==> src/design/lap3_pkg.sv <==
// lap3_pkg: shared types and constants of the 3x3 laplacian edge filter
// no dependencies
`timescale 1ns / 1ps

package lap3_pkg;

  // fixed field widths
  localparam int PIX_W      = 8;
  localparam int FW_W       = 12;
  localparam int FH_W       = 13;
  localparam int CFG_IDX_W  = 2;
  localparam int CFG_DATA_W = 13;

  // configuration register indexes
  localparam logic [CFG_IDX_W-1:0] CFG_FRAME_WIDTH  = 2'd0;
  localparam logic [CFG_IDX_W-1:0] CFG_FRAME_HEIGHT = 2'd1;

  // register reset values
  localparam logic [FW_W-1:0] FRAME_WIDTH_RST  = 12'd640;
  localparam logic [FH_W-1:0] FRAME_HEIGHT_RST = 13'd480;

  // request codes
  localparam logic REQ_PIXEL = 1'b0;
  localparam logic REQ_FLUSH = 1'b1;

  localparam logic [PIX_W-1:0] PIX_MAX = 8'hFF;

  // one beat on its way from the position counters to the window
  typedef struct packed {
    logic             is_pix;
    logic [PIX_W-1:0] pix;
    logic             emit;
    logic             border;
    logic             last;
  } item_t;

  // 3x3 neighborhood, [row][column], row 0 oldest line, column 2 newest pixel
  typedef logic [2:0][2:0][PIX_W-1:0] window_t;

endpackage

==> src/design/lap3_win.sv <==
// lap3_win: line store write-back, 3x3 window, kernel pipeline and output register
// depends on lap3_pkg
`timescale 1ns / 1ps

module lap3_win #(
  parameter int COLW = 11
) (
  input  logic                         clk,
  input  logic                         rst_n,
  input  logic                         accept,
  input  lap3_pkg::item_t              item,
  input  logic [COLW-1:0]              col,
  input  logic [2*lap3_pkg::PIX_W-1:0] rdata,
  output logic                         in_ready,
  output logic                         ram_we,
  output logic [COLW-1:0]              ram_waddr,
  output logic [2*lap3_pkg::PIX_W-1:0] ram_wdata,
  output logic                         out_valid,
  input  logic                         out_ready,
  output logic [lap3_pkg::PIX_W-1:0]   pixel_out,
  output logic                         frame_last
);

  import lap3_pkg::*;

  // stage 1: line store data arrives
  logic            s1_valid_r;
  item_t           s1_item_r;
  logic [COLW-1:0] s1_col_r;
  window_t         win_r, win_nxt;
  logic [PIX_W-1:0] top, mid;

  // stage 2: partial sums
  logic            s2_valid_r, s2_border_r, s2_last_r;
  logic [10:0]     s2_pos_r;
  logic [9:0]      s2_nega_r, s2_negb_r;

  // output register
  logic             out_valid_r, out_last_r;
  logic [PIX_W-1:0] out_pix_r;

  logic        out_en, s2_free, s1_go, s1_free;
  logic [11:0] lap;
  logic [PIX_W-1:0] clamped;

  assign out_en  = !out_valid_r || out_ready;
  assign s2_free = !s2_valid_r || out_en;
  assign s1_go   = s1_valid_r && (!s1_item_r.emit || s2_free);
  assign s1_free = !s1_valid_r || s1_go;
  assign in_ready = s1_free;

  assign top = rdata[2*PIX_W-1:PIX_W];
  assign mid = rdata[PIX_W-1:0];

  always_comb begin
    win_nxt = win_r;
    if (s1_item_r.is_pix) begin
      for (int r = 0; r < 3; r++) begin
        win_nxt[r][0] = win_r[r][1];
        win_nxt[r][1] = win_r[r][2];
      end
      win_nxt[0][2] = top;
      win_nxt[1][2] = mid;
      win_nxt[2][2] = s1_item_r.pix;
    end
  end

  // line store shifts down one line at this column
  assign ram_we    = s1_go && s1_item_r.is_pix;
  assign ram_waddr = s1_col_r;
  assign ram_wdata = {mid, s1_item_r.pix};

  always_ff @(posedge clk) begin
    if (!rst_n) begin
      s1_valid_r <= 1'b0;
    end else if (s1_free) begin
      s1_valid_r <= accept;
    end
    if (s1_free && accept) begin
      s1_item_r <= item;
      s1_col_r  <= col;
    end
  end

  always_ff @(posedge clk) begin
    if (!rst_n) begin
      win_r <= '0;
    end else if (s1_go) begin
      win_r <= win_nxt;
    end
  end

  always_ff @(posedge clk) begin
    if (!rst_n) begin
      s2_valid_r <= 1'b0;
    end else if (s2_free) begin
      s2_valid_r <= s1_go && s1_item_r.emit;
    end
    if (s2_free && s1_go) begin
      s2_border_r <= s1_item_r.border;
      s2_last_r   <= s1_item_r.last;
      s2_pos_r    <= {win_nxt[1][1], 3'b000};
      s2_nega_r   <= 10'(win_nxt[0][0]) + 10'(win_nxt[0][1]) +
                     10'(win_nxt[0][2]) + 10'(win_nxt[1][0]);
      s2_negb_r   <= 10'(win_nxt[1][2]) + 10'(win_nxt[2][0]) +
                     10'(win_nxt[2][1]) + 10'(win_nxt[2][2]);
    end
  end

  // signed sum, clamp to the pixel range
  always_comb begin
    lap = 12'(s2_pos_r) - 12'(s2_nega_r) - 12'(s2_negb_r);
    if (lap[11]) begin
      clamped = '0;
    end else if (lap > 12'(PIX_MAX)) begin
      clamped = PIX_MAX;
    end else begin
      clamped = lap[PIX_W-1:0];
    end
  end

  always_ff @(posedge clk) begin
    if (!rst_n) begin
      out_valid_r <= 1'b0;
    end else if (out_en) begin
      out_valid_r <= s2_valid_r;
    end
    if (out_en && s2_valid_r) begin
      out_pix_r  <= s2_border_r ? PIX_MAX : clamped;
      out_last_r <= s2_last_r;
    end
  end

  assign out_valid  = out_valid_r;
  assign pixel_out  = out_pix_r;
  assign frame_last = out_last_r;

endmodule
==> config.mk <==
export PLATFORM = sky130hd
export DESIGN_NAME = lap3_win
export DESIGN_NICKNAME = d
export VERILOG_FILES = /design/src/design/lap3_pkg.sv /design/src/design/lap3_win.sv
export SDC_FILE = /design/constraint.sdc
export NUM_CORES = 1
export LEC_CHECK = 0
export BUFFER_PORTS_ARGS = -buffer_cell sky130_fd_sc_hd__buf_4
export CORE_MARGIN = 1.5
export CORE_UTILIZATION = 45
export DETAILED_ROUTE_END_ITERATION = 8
export PLACE_DENSITY = 0.61
export SYNTH_ARGS = -nofsm -noshare
export SYNTH_HDL_FRONTEND = slang
export SYNTH_SLANG_ARGS = --single-unit
export TNS_END_PERCENT = 50
==> constraint.sdc <==
create_clock -name clk -period 7.96 [get_ports clk]
set_clock_uncertainty 0.05 [all_clocks]
set_input_delay 1.592 -clock clk [delete_from_list [all_inputs] [get_ports clk]]
set_output_delay 1.592 -clock clk [all_outputs]
set_load 0.02 [all_outputs]
==> flow_summary.toml <==
[synthesis]
ys_seq_area_share_pct = 44.4
synthArstFlopShare_pct = 0
ys_types = 40
synth_area_leaders = "edfxtp_1 25%, dfxtp_1 20%, fa_1 11%, mux2_2 9.8%, mux2i_1 9.5%"
netlist_area_um2 = 7570
ys_seq_elements = 137
syn_inst = 610
yosys.area.top_type = "edfxtp_1"
synth_common_cells = "75 x dfxtp_1, 74 x nor2b_1, 72 x mux2i_1"
avgSynthCellArea_um2 = 12.4
synth_edf_count = 62
synth_fp_nets = 724
synth_ff_type = "dfxtp_1"
yosysTopAreaCellShare_pct = 24.6
yosysWarnings = 0
yosysMostFrequentCell = "dfxtp_1"

[sta]
hold_viol_final = 0
whs_ns = 0.383
worstMarginPinSlew_ns = 0.987
fin_crit_ns = 4.56
final.setup.tns_ns = 0
rsz0062_at_grt = "false"
clock.fmax_mhz = 219
period_share_pct = 57.3
setup_viol = 0
relSlewSlack_pct = 34.0
slew_viol_final = 0

[critical_path]
crit_path_end_kind = "primary output"
required_ns = 6.32
arrival_ns = 2.92
startpoint_type = "primary input"
critical_path_class = "primary input to primary output"
crit_fanout = 35

[clock_tree]
root_buffer = "clkbuf_16"
cts_buffers = 17
ctsHtreeMaxLevel = 4
post_cts_resized = 0
insertion_delay_ns = 0.42
cts.sinks = 137
ctsHoldBuffers = 0
post_cts_buffers = 0
cts_tree = "built"
cts_buffer_depth = 2
path_clk_slew_ns = 0.06

[pwr]
total_power_mw = 1.92
p_int_mw = 1.38
p_comb_share_pct = 18.4
powerDensity_nw_per_um2 = 216
p_sw_uw = 538
power_frac_seq_pct = 41.1
p_sw_share_pct = 28.0
clkPwrFrac_pct = 40.4
ir_drop_v = 0.000162
power_leakage_nw = 3.74

[floorplanning]
core_area_um2 = 16500
ios = 82
die_h_um = 133
fp.dieW_um = 133
rows = 47
start_util_pct = 45.8
die-area_um2 = 17600

[routing]
drt_first_pass_iters = 4
route.detailed.drc = 0
route.vias.total = 4530
drt_iter0_markers = 190
via_per_inst = 4.99
wl_per_cell_um = 14.6
drt_wl_total_um = 13200
postRouteAntennaNets = 0

[global_routing]
grt_max_degree = 76
track_usage_pct = 15.7
antenna_found_initial = 0
grt_first_pass_wirelength_um = 21700
grt_pass1_vias = 4606
gr-total-overflow = 0

[min_path]
hold_path_class = "register to register"

[place]
gp_congestion = 0.819
portBuffers = 81
hpwlAfterDp_um = 9180

[cells_and_area]
ff_latch_area_um2 = 3360
nets = 789
area_growth_pct = 17.3
multiInputGateArea_um2 = 3870
nFillCells = 1381
diodes = 0
final_layout_size_suffix_gt1_share_pct = 27.6

[flow_run]
maxCapViolCount = 0

[status]
status = "completed"
==> metrics by stage <==
stage,cell area [µm²],setup WS (ns),instances,util [%]
after floorplan,7570,3.49,610,-
after global placement,8300,3.31,876,50.2
after detailed placement,8300,3.27,876,50.2
after CTS,8880,3.35,908,53.7
after global routing,8880,3.20,908,53.7
final,8880,3.40,908,53.7
==> cell families (layout without fill, tap and decap cells) <==
kind of cell	after synthesis	in the layout	share of synthesized area, %
flops	137	137	44.4
mux	138	138	19.3
compound gates	58	58	5.52
fa+ha+maj	71	71	15.7
simple gates	110	110	8.18
xor+xnor	18	18	2.08
buf+inv	78	156	4.78
==> layer usage <==
metal  GRT usage (%)  part of all wire, %  up-vias
li1                -                    -     2251
met1            19.3                   47     2181
met5               0                    0        -
met2            26.4                   49       82
met4            6.84                  1.6        0
met3            3.87                  3.1       16
==> power groups by stage <==
| stage | Clock [mW] | Sequential (mW) | Combinational, mW |
|---|---|---|---|
| floorplan | 0 | 0.809 | 0.264 |
| global placement | 0 | 0.805 | 0.347 |
| detailed placement | 0 | 0.806 | 0.354 |
| CTS | 0.798 | 0.791 | 0.357 |
| global route | 0.830 | 0.793 | 0.390 |
| finish | 0.777 | 0.790 | 0.354 |
==> state kept, by name (all words and copies together) (netlist names), 4 cells and up <==
name and count:
s2_nega_r 10, s1_item_r 4, ram_wdata 8, pixel_out 8
win_r 72, s2_pos_r 8, s2_negb_r 10, ram_waddr 11
==> cell type report <==
cell class | instances | area share (%)
clock buffers | 17 | 4.79
clock inverters | 15 | 1.76
inverters | 37 | 1.56
multi-input cells | 395 | 43.6
flip-flops and latches | 137 | 37.9
well taps | 220 | 3.10
repair buffers | 87 | 7.35
==> cell usage in the layout (no fill, tap or decap), types with 6 or more instances in the layout <==
| cell | instances |
|---|---|
| buf_4 | 87 |
| dfxtp_1 | 75 |
| nor2b_1 | 73 |
| mux2i_1 | 72 |
| mux2_2 | 66 |
| edfxtp_1 | 62 |
| fa_1 | 40 |
| inv_1 | 37 |
| ha_1 | 31 |
| clkbuf_16 | 17 |
| nand2_1 | 15 |
| xnor2_1 | 13 |
| o21a_1 | 12 |
| a21oi_1 | 11 |
| nor2_1 | 11 |
| o21ai_0 | 6 |
| o211a_1 | 6 |
==> path summary, 6_finish.rpt <==
check                     start            to  slack, ns  depth (start not counted)
hold / removal        s2_last_r    frame_last       0.38                          0
hold reg to reg       s2_last_r    frame_last       0.38                          0
setup reg to reg  s1_item_r[11]  s2_nega_r[8]       3.50                         12
setup / recovery      out_ready        ram_we       3.40                          6
==> critical path, cell delays in order <==
cell and delay [ns]:
buf_4 0.11, nor2b_1 0.38, a31oi_4 0.12, buf_4 0.32, and2_1 0.25, buf_4 0.15
(Power assumes the default switching activity.)
