### config.mk
export PLATFORM = sky130hd
export DESIGN_NAME = lap3_ctrl
export DESIGN_NICKNAME = d
export VERILOG_FILES = /design/src/design/lap3_pkg.sv /design/src/design/lap3_ctrl.sv
export SDC_FILE = /design/constraint.sdc
export NUM_CORES = 1
export LEC_CHECK = 0
export BUFFER_PORTS_ARGS = -buffer_cell sky130_fd_sc_hd__buf_2
export CORE_ASPECT_RATIO = 1.25
export CORE_UTILIZATION = 30
export CTS_BUF_LIST = sky130_fd_sc_hd__clkbuf_4
export DETAILED_ROUTE_END_ITERATION = 7
export HOLD_SLACK_MARGIN = 0.12
export RECOVER_POWER = 25
export SYNTH_ARGS = -nofsm -noshare
export SYNTH_HDL_FRONTEND = slang
export SYNTH_SLANG_ARGS = --single-unit
### constraint.sdc
create_clock -name clk -period 8 [get_ports clk]
set_input_delay 1.2 -clock clk [delete_from_list [all_inputs] [get_ports clk]]
set_output_delay 1.2 -clock clk [all_outputs]
set_load 0.005 [all_outputs]
### src/design/lap3_pkg.sv
// lap3_pkg: shared types and constants of the 3x3 laplacian edge filter
// no dependencies
`timescale 1ns / 1ps

package lap3_pkg;

  // fixed field widths
  localparam int PIX_W      = 8;
  localparam int FW_W       = 12;
  localparam int FH_W       = 13;
  localparam int CFG_IDX_W  = 2;
  localparam int CFG_DATA_W = 13;

  // configuration register indexes
  localparam logic [CFG_IDX_W-1:0] CFG_FRAME_WIDTH  = 2'd0;
  localparam logic [CFG_IDX_W-1:0] CFG_FRAME_HEIGHT = 2'd1;

  // register reset values
  localparam logic [FW_W-1:0] FRAME_WIDTH_RST  = 12'd640;
  localparam logic [FH_W-1:0] FRAME_HEIGHT_RST = 13'd480;

  // request codes
  localparam logic REQ_PIXEL = 1'b0;
  localparam logic REQ_FLUSH = 1'b1;

  localparam logic [PIX_W-1:0] PIX_MAX = 8'hFF;

  // one beat on its way from the position counters to the window
  typedef struct packed {
    logic             is_pix;
    logic [PIX_W-1:0] pix;
    logic             emit;
    logic             border;
    logic             last;
  } item_t;

  // 3x3 neighborhood, [row][column], row 0 oldest line, column 2 newest pixel
  typedef logic [2:0][2:0][PIX_W-1:0] window_t;

endpackage

### src/design/lap3_ctrl.sv
// lap3_ctrl: input and output position counters, pending count, emit decision
// depends on lap3_pkg
`timescale 1ns / 1ps

module lap3_ctrl #(
  parameter int MAX_WIDTH  = 2048,
  parameter int MAX_HEIGHT = 4096
) (
  input  logic                          clk,
  input  logic                          rst_n,
  input  logic                          restart,
  input  logic [$clog2(MAX_WIDTH)-1:0]  w_last,
  input  logic [$clog2(MAX_HEIGHT)-1:0] h_last,
  input  logic                          accept,
  input  logic                          req_type,
  input  logic [lap3_pkg::PIX_W-1:0]    pixel,
  output lap3_pkg::item_t               item,
  output logic [$clog2(MAX_WIDTH)-1:0]  col
);

  import lap3_pkg::*;

  localparam int COLW = $clog2(MAX_WIDTH);
  localparam int ROWW = $clog2(MAX_HEIGHT);
  localparam int PW   = $clog2(MAX_WIDTH + 2);

  logic [COLW-1:0] in_col_r, in_col_nxt, out_col_r, out_col_nxt;
  logic [ROWW-1:0] in_row_r, in_row_nxt, out_row_r, out_row_nxt;
  logic [PW-1:0]   pend_r, pend_nxt;
  logic [PW-1:0]   thr;
  logic            pix_req, emit;

  assign pix_req = (req_type == REQ_PIXEL);
  // emit on a pixel once more than width outputs are pending
  assign thr     = PW'(w_last) + PW'(1);
  assign emit    = pix_req ? (pend_r > thr)
                           : (in_col_r == '0 && in_row_r == '0 && pend_r != '0);

  always_comb begin
    in_col_nxt  = in_col_r;
    in_row_nxt  = in_row_r;
    out_col_nxt = out_col_r;
    out_row_nxt = out_row_r;
    pend_nxt    = pend_r;
    if (pix_req) begin
      if (in_col_r == w_last) begin
        in_col_nxt = '0;
        in_row_nxt = (in_row_r == h_last) ? '0 : in_row_r + ROWW'(1);
      end else begin
        in_col_nxt = in_col_r + COLW'(1);
      end
      if (!emit) begin
        pend_nxt = pend_r + PW'(1);
      end
    end else if (emit) begin
      pend_nxt = pend_r - PW'(1);
    end
    if (emit) begin
      if (out_col_r == w_last) begin
        out_col_nxt = '0;
        out_row_nxt = (out_row_r == h_last) ? '0 : out_row_r + ROWW'(1);
      end else begin
        out_col_nxt = out_col_r + COLW'(1);
      end
    end
  end

  always_ff @(posedge clk) begin
    if (!rst_n || restart) begin
      in_col_r  <= '0;
      in_row_r  <= '0;
      out_col_r <= '0;
      out_row_r <= '0;
      pend_r    <= '0;
    end else if (accept) begin
      in_col_r  <= in_col_nxt;
      in_row_r  <= in_row_nxt;
      out_col_r <= out_col_nxt;
      out_row_r <= out_row_nxt;
      pend_r    <= pend_nxt;
    end
  end

  always_comb begin
    item.is_pix = pix_req;
    item.pix    = pixel;
    item.emit   = emit;
    item.border = (out_row_r == '0) || (out_row_r == h_last) ||
                  (out_col_r == '0) || (out_col_r == w_last);
    item.last   = (out_row_r == h_last) && (out_col_r == w_last);
  end

  assign col = in_col_r;

endmodule

==> impl_results.md, run 1 <==
- Outcome: finished, final reports clean
- Sink Count: 58
- Share of the synthesized area in the top cell type: 0.265
- Layout cells sized above 1: 0.134
- Critical Path Fanout Max: 4
- Non-Filler Instances: 746
- DRT Pass-1 Iters: 4
- Worst vdd ir: 0.0692 mV
- Pwr Density: 142 mW/mm²
- Post-place setup slack: 3.00 ns
- Clock buffer depth: 2
- Core area: 0.0143 mm²
- Post-synth cell types: 54
- Cell leakage power: 1.90 nW
- Post-DP Area: 0.00467 mm²
- Hold_ws: 0.529 ns
- Vias in the first global route: 3796
- WL final: 11400 µm
- Period utilization: 0.628
- Dpl hpwl: 8640 µm
- GR Util All Layers: 0.160
- Die Wd: 110 µm
- Synth warn: 0
- Syn avg cell area: 8.20 µm²
- Die Area: 0.0151 mm²
- Setup bufs post-CTS: 0
- Post-detailed-route count of antenna-violating nets: 0
- Post-synth top area cell: dfxtp_1
- Largest stage delay, worst path: 0.37 ns
- Port Buffers: 42
- CTS hold repair buffers: 0
- Vias post-DR: 3896
- Avg WL per Cell: 15.3 µm
- Placed cells: 729
- Root Driver: clkbuf_4
- Worst setup EP type: output port
- EDFF count, synth: 0
- CTS H-tree depth: 3
- Worst Clk Skew: 0.0158 ns
- Hold/Removal Path Class: flip-flop to flip-flop
- # DRC: 0
- Largest cells by area after synthesis: dfxtp_1 26%, xnor2_1 10%, ha_1 8.8%
- Most used cell, CP: and3_1
- Synthesized area: 0.00439 mm²
- Chip height: 137 µm
- Fin Setup TNS: 0 ns
- Cell count after synthesis: 535
- Worst-Skew Late Latency: 0.42 ns
- GPL Wtd Cong: 0.867
- Setup violators final: 0
- Filler instances: 1520
- Layout overhead on the synthesized area: 10.4%
- Reg area: 0.00116 mm²
- Async S/R FF share, synth: 0
- Worst slew margin: 0.161
- Initial antenna violation count: 1
- Unrepaired setup endpoints after global routing: false
- Slowest-stage cell, CP: a221o_1
- Initial Util: 0.306
- Worst path cell trace: buf_2, and3_1, and3_1, and3_1, xnor2_1, ha_1, a41oi_1, o21ai_0, a221o_1, o21a_1, or2_2, buf_2
- CTS Buf Count: 9
- Final Slew Violations: 0
- Nets: 630
- Slew @ Worst Pin: 1.24 ns
- First-pass GRT wire length: 18800 µm
- Synthesis-stage register bit count: 58
- Post-route cell area: 0.00484 mm²
- Max Cap Violations: 0
- Multi-input gate area: 0.00297 mm²
- Final min period: 5.02 ns
- Final global-route overflow total: 0
- Sequential share of the synthesized area: 0.265
- Critical Path RT: 6.80 ns
- Final Hold Viols: 0
- Largest net degree at the start of global routing: 36
- Max Clock Freq: 199 MHz
- Initial drt markers: 178
- Syn Nets: 603
- Setup slack after layout: 2.98 ns
- Worst-path clk slew: 0.11 ns
- Avg Vias per Cell: 5.22
- Most common flop cell mapped by yosys: dfxtp_1
- Startpoint types: primary input
- Rows: 49
- Post-cts resize count: 0
- Setup CP Type: primary input to output port
- I/O pin cnt: 59
- Worst EP arrival: 3.82 ns
- TritonCTS clock tree: done
==> cell usage in the layout, fill, tap and decap left out, types with 5 or more instances in the layout <==
master,Yosys,routed
nand3_1,26,26
and3_1,23,23
nand2_1,26,26
buf_2,6,38
nor3_1,7,8
or3_1,6,6
xnor2_1,51,51
nor4_1,12,12
xor2_1,34,34
nand4_1,11,11
ha_1,31,31
clkbuf_4,0,9
o211ai_1,12,12
inv_1,19,19
nor2_1,66,66
mux2i_1,10,10
dfxtp_1,58,58
o21ai_0,26,26
a31oi_1,5,5
a21oi_1,24,24
==> metal layers <==
| metal | global-route usage | vias to the layer above | routed length, µm |
|---|---|---|---|
| met5 | 0 | - | 0 |
| met2 | 0.269 | 64 | 5820 |
| met3 | 0.0199 | 21 | 283 |
| li1 | - | 1932 | - |
| met1 | 0.190 | 1879 | 5010 |
| met4 | 0.109 | 0 | 310 |
==> logic make-up (layout without fill, tap and decap cells) <==
kind of cell	after synthesis	in the layout	synth area share
DFF	58	58	0.265
xor gates and xnor gates	85	85	0.170
other	0	1	0
muxes	11	11	0.0254
AOI/OAI and AO/OA	85	85	0.125
and+or+nand+nor	215	215	0.264
buffers and inverters	49	81	0.0582
adders and majority gates	32	32	0.0930
==> Yosys cell counts (2+ instances only) <==
master and instances:
nand2_1 26, o41ai_2 2, or3b_2 4, nand2b_1 3, buf_6 3, nor2_1 66, xnor2_1 51, nor4_2 3
xor2_1 34, or3b_1 4, ha_1 31, and3_1 23, dfxtp_1 58, and4_1 4, or3_1 6, o21ai_0 26
nor3_1 7, buf_4 11, o211ai_1 12, nand3_1 26, o41ai_1 2, nor2b_1 4, or2_1 3, mux2i_1 10
inv_1 19, and2_1 3, nand4_1 11, a21o_1 2, nor4_1 12, a31oi_1 5, clkbuf_1 10, buf_2 6
o211ai_2 2, a21oi_1 24, o21bai_1 2, o21a_1 2
==> final cells by class <==
class,count,area share
Multi-Input combinational cell,428,0.613
Inverter,19,0.0147
Tap cell,178,0.0460
Clock buffer,9,0.0139
Timing Repair Buffer,46,0.0486
Clock inverter,7,0.0240
Antenna cell,1,0.000517
Sequential cell,58,0.240
==> per-stage QoR <==
step	power, mW	util
after detailed placement	0.412	0.325
after global routing	0.716	0.338
final	0.686	0.338
after CTS	0.694	0.338
after global placement	0.408	0.325
after floorplan	0.382	-
==> final timing paths <==
| path | start | end | slack [ns] | cells past startpoint |
|---|---|---|---|---|
| setup / recovery | w_last[4] | item[2] | 2.98 | 12 |
| hold / removal | pend_r[10] | pend_r[10] | 0.53 | 2 |
| setup reg to reg | pend_r[7] | out_col_r[8] | 4.76 | 8 |
| hold reg to reg | pend_r[10] | pend_r[10] | 0.53 | 2 |
==> power breakdown <==
part           internal (mW)  total (mW)  leakage, nW  switching (mW)
Combinational         0.0463       0.110         1.34          0.0640
Clock                  0.158       0.280       0.0963           0.121
Sequential             0.292       0.296        0.468         0.00450
Total                  0.496       0.686         1.90           0.190
==> critical path: cells and delay by family <==
family                     cells  cell delay (ns)
AOI/OAI and AO/OA              4             0.95
buffers and inverters          2             0.27
and+or+nand+nor                4             0.94
adders and majority gates      1             0.32
xor gates and xnor gates       1             0.13
==> flip-flops by register name, indices dropped and copies added, names as in the netlist <==
name	cells
pend_r	12
out_row_r	12
in_row_r	12
out_col_r	11
col	11
Note: power is estimated with default switching activity, not from simulation.
==> run 2: changes to the inputs <==
clock period = 5.09 ns   (was 8 ns; I/O delays follow)
==> run 2 against run 1 <==
Sequential share of layout area grew 0.12 points; non-clock buffer count grew 2; sequential cell count is the same; first-iteration DRC count grew 13%; worst hold slack lost 0.0088 ns; die area is the same; wire length shrank 1.8%; final cell count grew 0.27%; sequential power grew 57%; combinational power grew 57%; register-to-register slack lost 2.5 ns; critical path type unchanged; largest cell class unchanged.
==> impl_results.md, run 2 (synthesized netlist as in run 1, its figures left out) <==
- Final Hold Viols: 0 (unchanged)
- Initial Util: 0.306 (unchanged)
- Avg Vias per Cell: 5.35 (+2.4%)
- Outcome: finished, final reports clean
- TritonCTS clock tree: done
- Critical Path RT: 4.33 ns (-2.47 ns)
- Pwr Density: 204 mW/mm² (+44%)
- Slew @ Worst Pin: 0.955 ns (-0.290 ns)
- Fin Setup TNS: 0 ns (unchanged)
- Clock buffer depth: 2 (unchanged)
- Post-detailed-route count of antenna-violating nets: 0 (unchanged)
- Reg2reg end: out_row_r[8]
- GPL Wtd Cong: 0.833 (-3.9%)
- CTS hold repair buffers: 0 (unchanged)
- Nets: 632 (+0.32%)
- I/O pin cnt: 59 (unchanged)
- Sw Pwr: 303 µW (+59%)
- Sink Count: 58 (unchanged)
- Dpl hpwl: 8640 µm (about the same)
- Period utilization: 0.819
- Hold_ws: 0.520 ns (-0.00875 ns)
- Commonest non-fill, non-tap cells in the layout: 66 x nor2_1, 58 x dfxtp_1, 51 x xnor2_1, 40 x buf_2, 34 x xor2_1
- Sw Share: 0.308 (+0.0310)
- Multi-input gate area: 0.00297 mm² (+0.17%)
- Sequential fraction of design power: 0.473 (+0.041)
- Hold EP: pend_r[11]
- Largest net degree at the start of global routing: 36 (unchanged)
- Post-cts resize count: 0 (unchanged)
- Worst-Skew Late Latency: 0.43 ns (about the same)
- Rows: 49 (unchanged)
- Max Cap Violations: 0 (unchanged)
- Layout overhead on the synthesized area: 9.84%
- Worst setup EP type: output port
- Final min period: 4.17 ns
- Worst EP arrival: 3.41 ns (-0.41 ns)
- WHS Path Cells: 2 (unchanged)
- Cell leakage power: 1.90 nW (about the same)
- Die Wd: 110 µm (unchanged)
- Largest stage delay, worst path: 0.37 ns (about the same)
- Initial drt markers: 202 (+13%)
- Slowest-stage cell, CP: a221o_1
- Most used cell, CP: and3_1
- DRT Pass-1 Iters: 5 (+1)
- Root Driver: clkbuf_4
- Critical Path Fanout Max: 6 (+2)
- Most common cell after layout, fill and taps aside: nor2_1
- Setup CP Type: primary input to output port
- Vias post-DR: 4001 (+2.7%)
- Worst slew margin: 0.363 (+0.202)
- Filler instances: 1548 (+1.8%)
- Vias in the first global route: 3794 (-0.053%)
- Setup violators final: 0 (unchanged)
- Hold/Removal Path Class: flip-flop to flip-flop
- WL final: 11200 µm (-1.8%)
- Worst Clk Skew: 0.0168 ns (+0.00103 ns)
- R2r worst-path depth: 9 (+1)
- Chip height: 137 µm (unchanged)
- Top flop regs: in_row_r (12), out_row_r (12), pend_r (12)
- First-pass GRT wire length: 18300 µm (-2.5%)
- Reg area: 0.00116 mm² (unchanged)
- Initial antenna violation count: 1 (unchanged)
- R2R Setup Slk: 2.29 ns (-2.47 ns)
- # DRC: 0 (unchanged)
- Worst-path clk slew: 0.12 ns (about the same)
- Worst R2R Start: pend_r[7]
- Startpoint types: primary input
- Avg WL per Cell: 15.0 µm (-2.0%)
- Layout cells sized above 1: 0.142 (+0.00832)
- Unrepaired setup endpoints after global routing: false
- Internal: 680 µW (+37%)
- Final Slew Violations: 0 (unchanged)
- Worst path cell trace: buf_2, and3_1, and3_1, and3_1, xnor2_1, ha_1, a41oi_1, o21ai_0, a221o_1, o21a_1, or2_2, buf_2
- Worst vdd ir: 0.0913 mV (+32%)
- Setup bufs post-CTS: 0 (unchanged)
- CTS H-tree depth: 3 (unchanged)
- CTS Buf Count: 9 (unchanged)
- Port Buffers: 42 (unchanged)
- Comb power frac: 0.176 (+0.015)
- Final global-route overflow total: 0 (unchanged)
- Worst hold path startpoint: pend_r[11]
- GR Util All Layers: 0.156 (-0.00404)
- Clock power share: 0.350 (-0.057)
- Max Clock Freq: 240 MHz
- Core area: 0.0143 mm² (unchanged)
- Die Area: 0.0151 mm² (unchanged)
-- run 2: changes by cell type in the layout (fill, tap and decap cells not counted), sizes merged --
| cell | change |
|---|---|
| bufinv | -2 |
| inv | -1 |
| buf | +4 |
| clkinv | +3 |
| clkbuf | -2 |
-- run 2: worst max-delay path: cells and delay by family --
| family | cells | cell delay (ns) |
|---|---|---|
| XOR/XNOR | 1 | 0.15 |
| buffers and inverters | 2 | 0.31 |
| adder cells (fa/ha/maj) | 1 | 0.28 |
| AND/OR/NAND/NOR | 4 | 0.97 |
| AO/OA/AOI/OAI | 4 | 0.92 |
-- run 2: how the worst max path moves through the flow --
stage	startpoint	end
floorplan	w_last[2]	item[2]
global placement	w_last[4]	item[2]
detailed placement	w_last[4]	item[2]
CTS	w_last[4]	item[2]
global route	w_last[2]	item[2]
finish	w_last[2]	item[2]
-- run 2: area by class of cell --
type	count	area share
diodes	1	0.000519
clock buffers	9	0.0140
clock inverters	7	0.0145
inverters	19	0.0148
multi-input cells	428	0.617
flip-flops and latches	58	0.241
well taps	178	0.0462
repair buffers	48	0.0524
-- run 2: layer usage --
metal  vias to the layer above  GRT usage  share of wire
li1                       1938          -              -
met1                      1948      0.182           0.43
met2                        86      0.267           0.50
met3                        29     0.0298          0.032
met4                         0     0.0855          0.036
met5                         -          0              0
-- run 2: stage by stage --
step                      cell area [µm²]  std cells  utilization  worst slack [ns]  total power [mW]
after CTS                            4820        747        0.336             0.938             0.992
after floorplan                      4390        535            -              1.17             0.601
after global placement               4680        731        0.326             0.985             0.642
after global routing                 4820        748        0.336             0.807              1.03
after detailed placement             4680        731        0.326             0.946             0.649
final                                4820        748        0.336             0.920             0.983
-- run 2: power groups by stage --
stage	combinational, mW	sequential [mW]	clock, mW
after floorplan	0.128	0.473	0
after global placement	0.167	0.476	0
after detailed placement	0.173	0.476	0
after CTS	0.174	0.465	0.352
after global routing	0.192	0.466	0.374
final	0.173	0.465	0.345
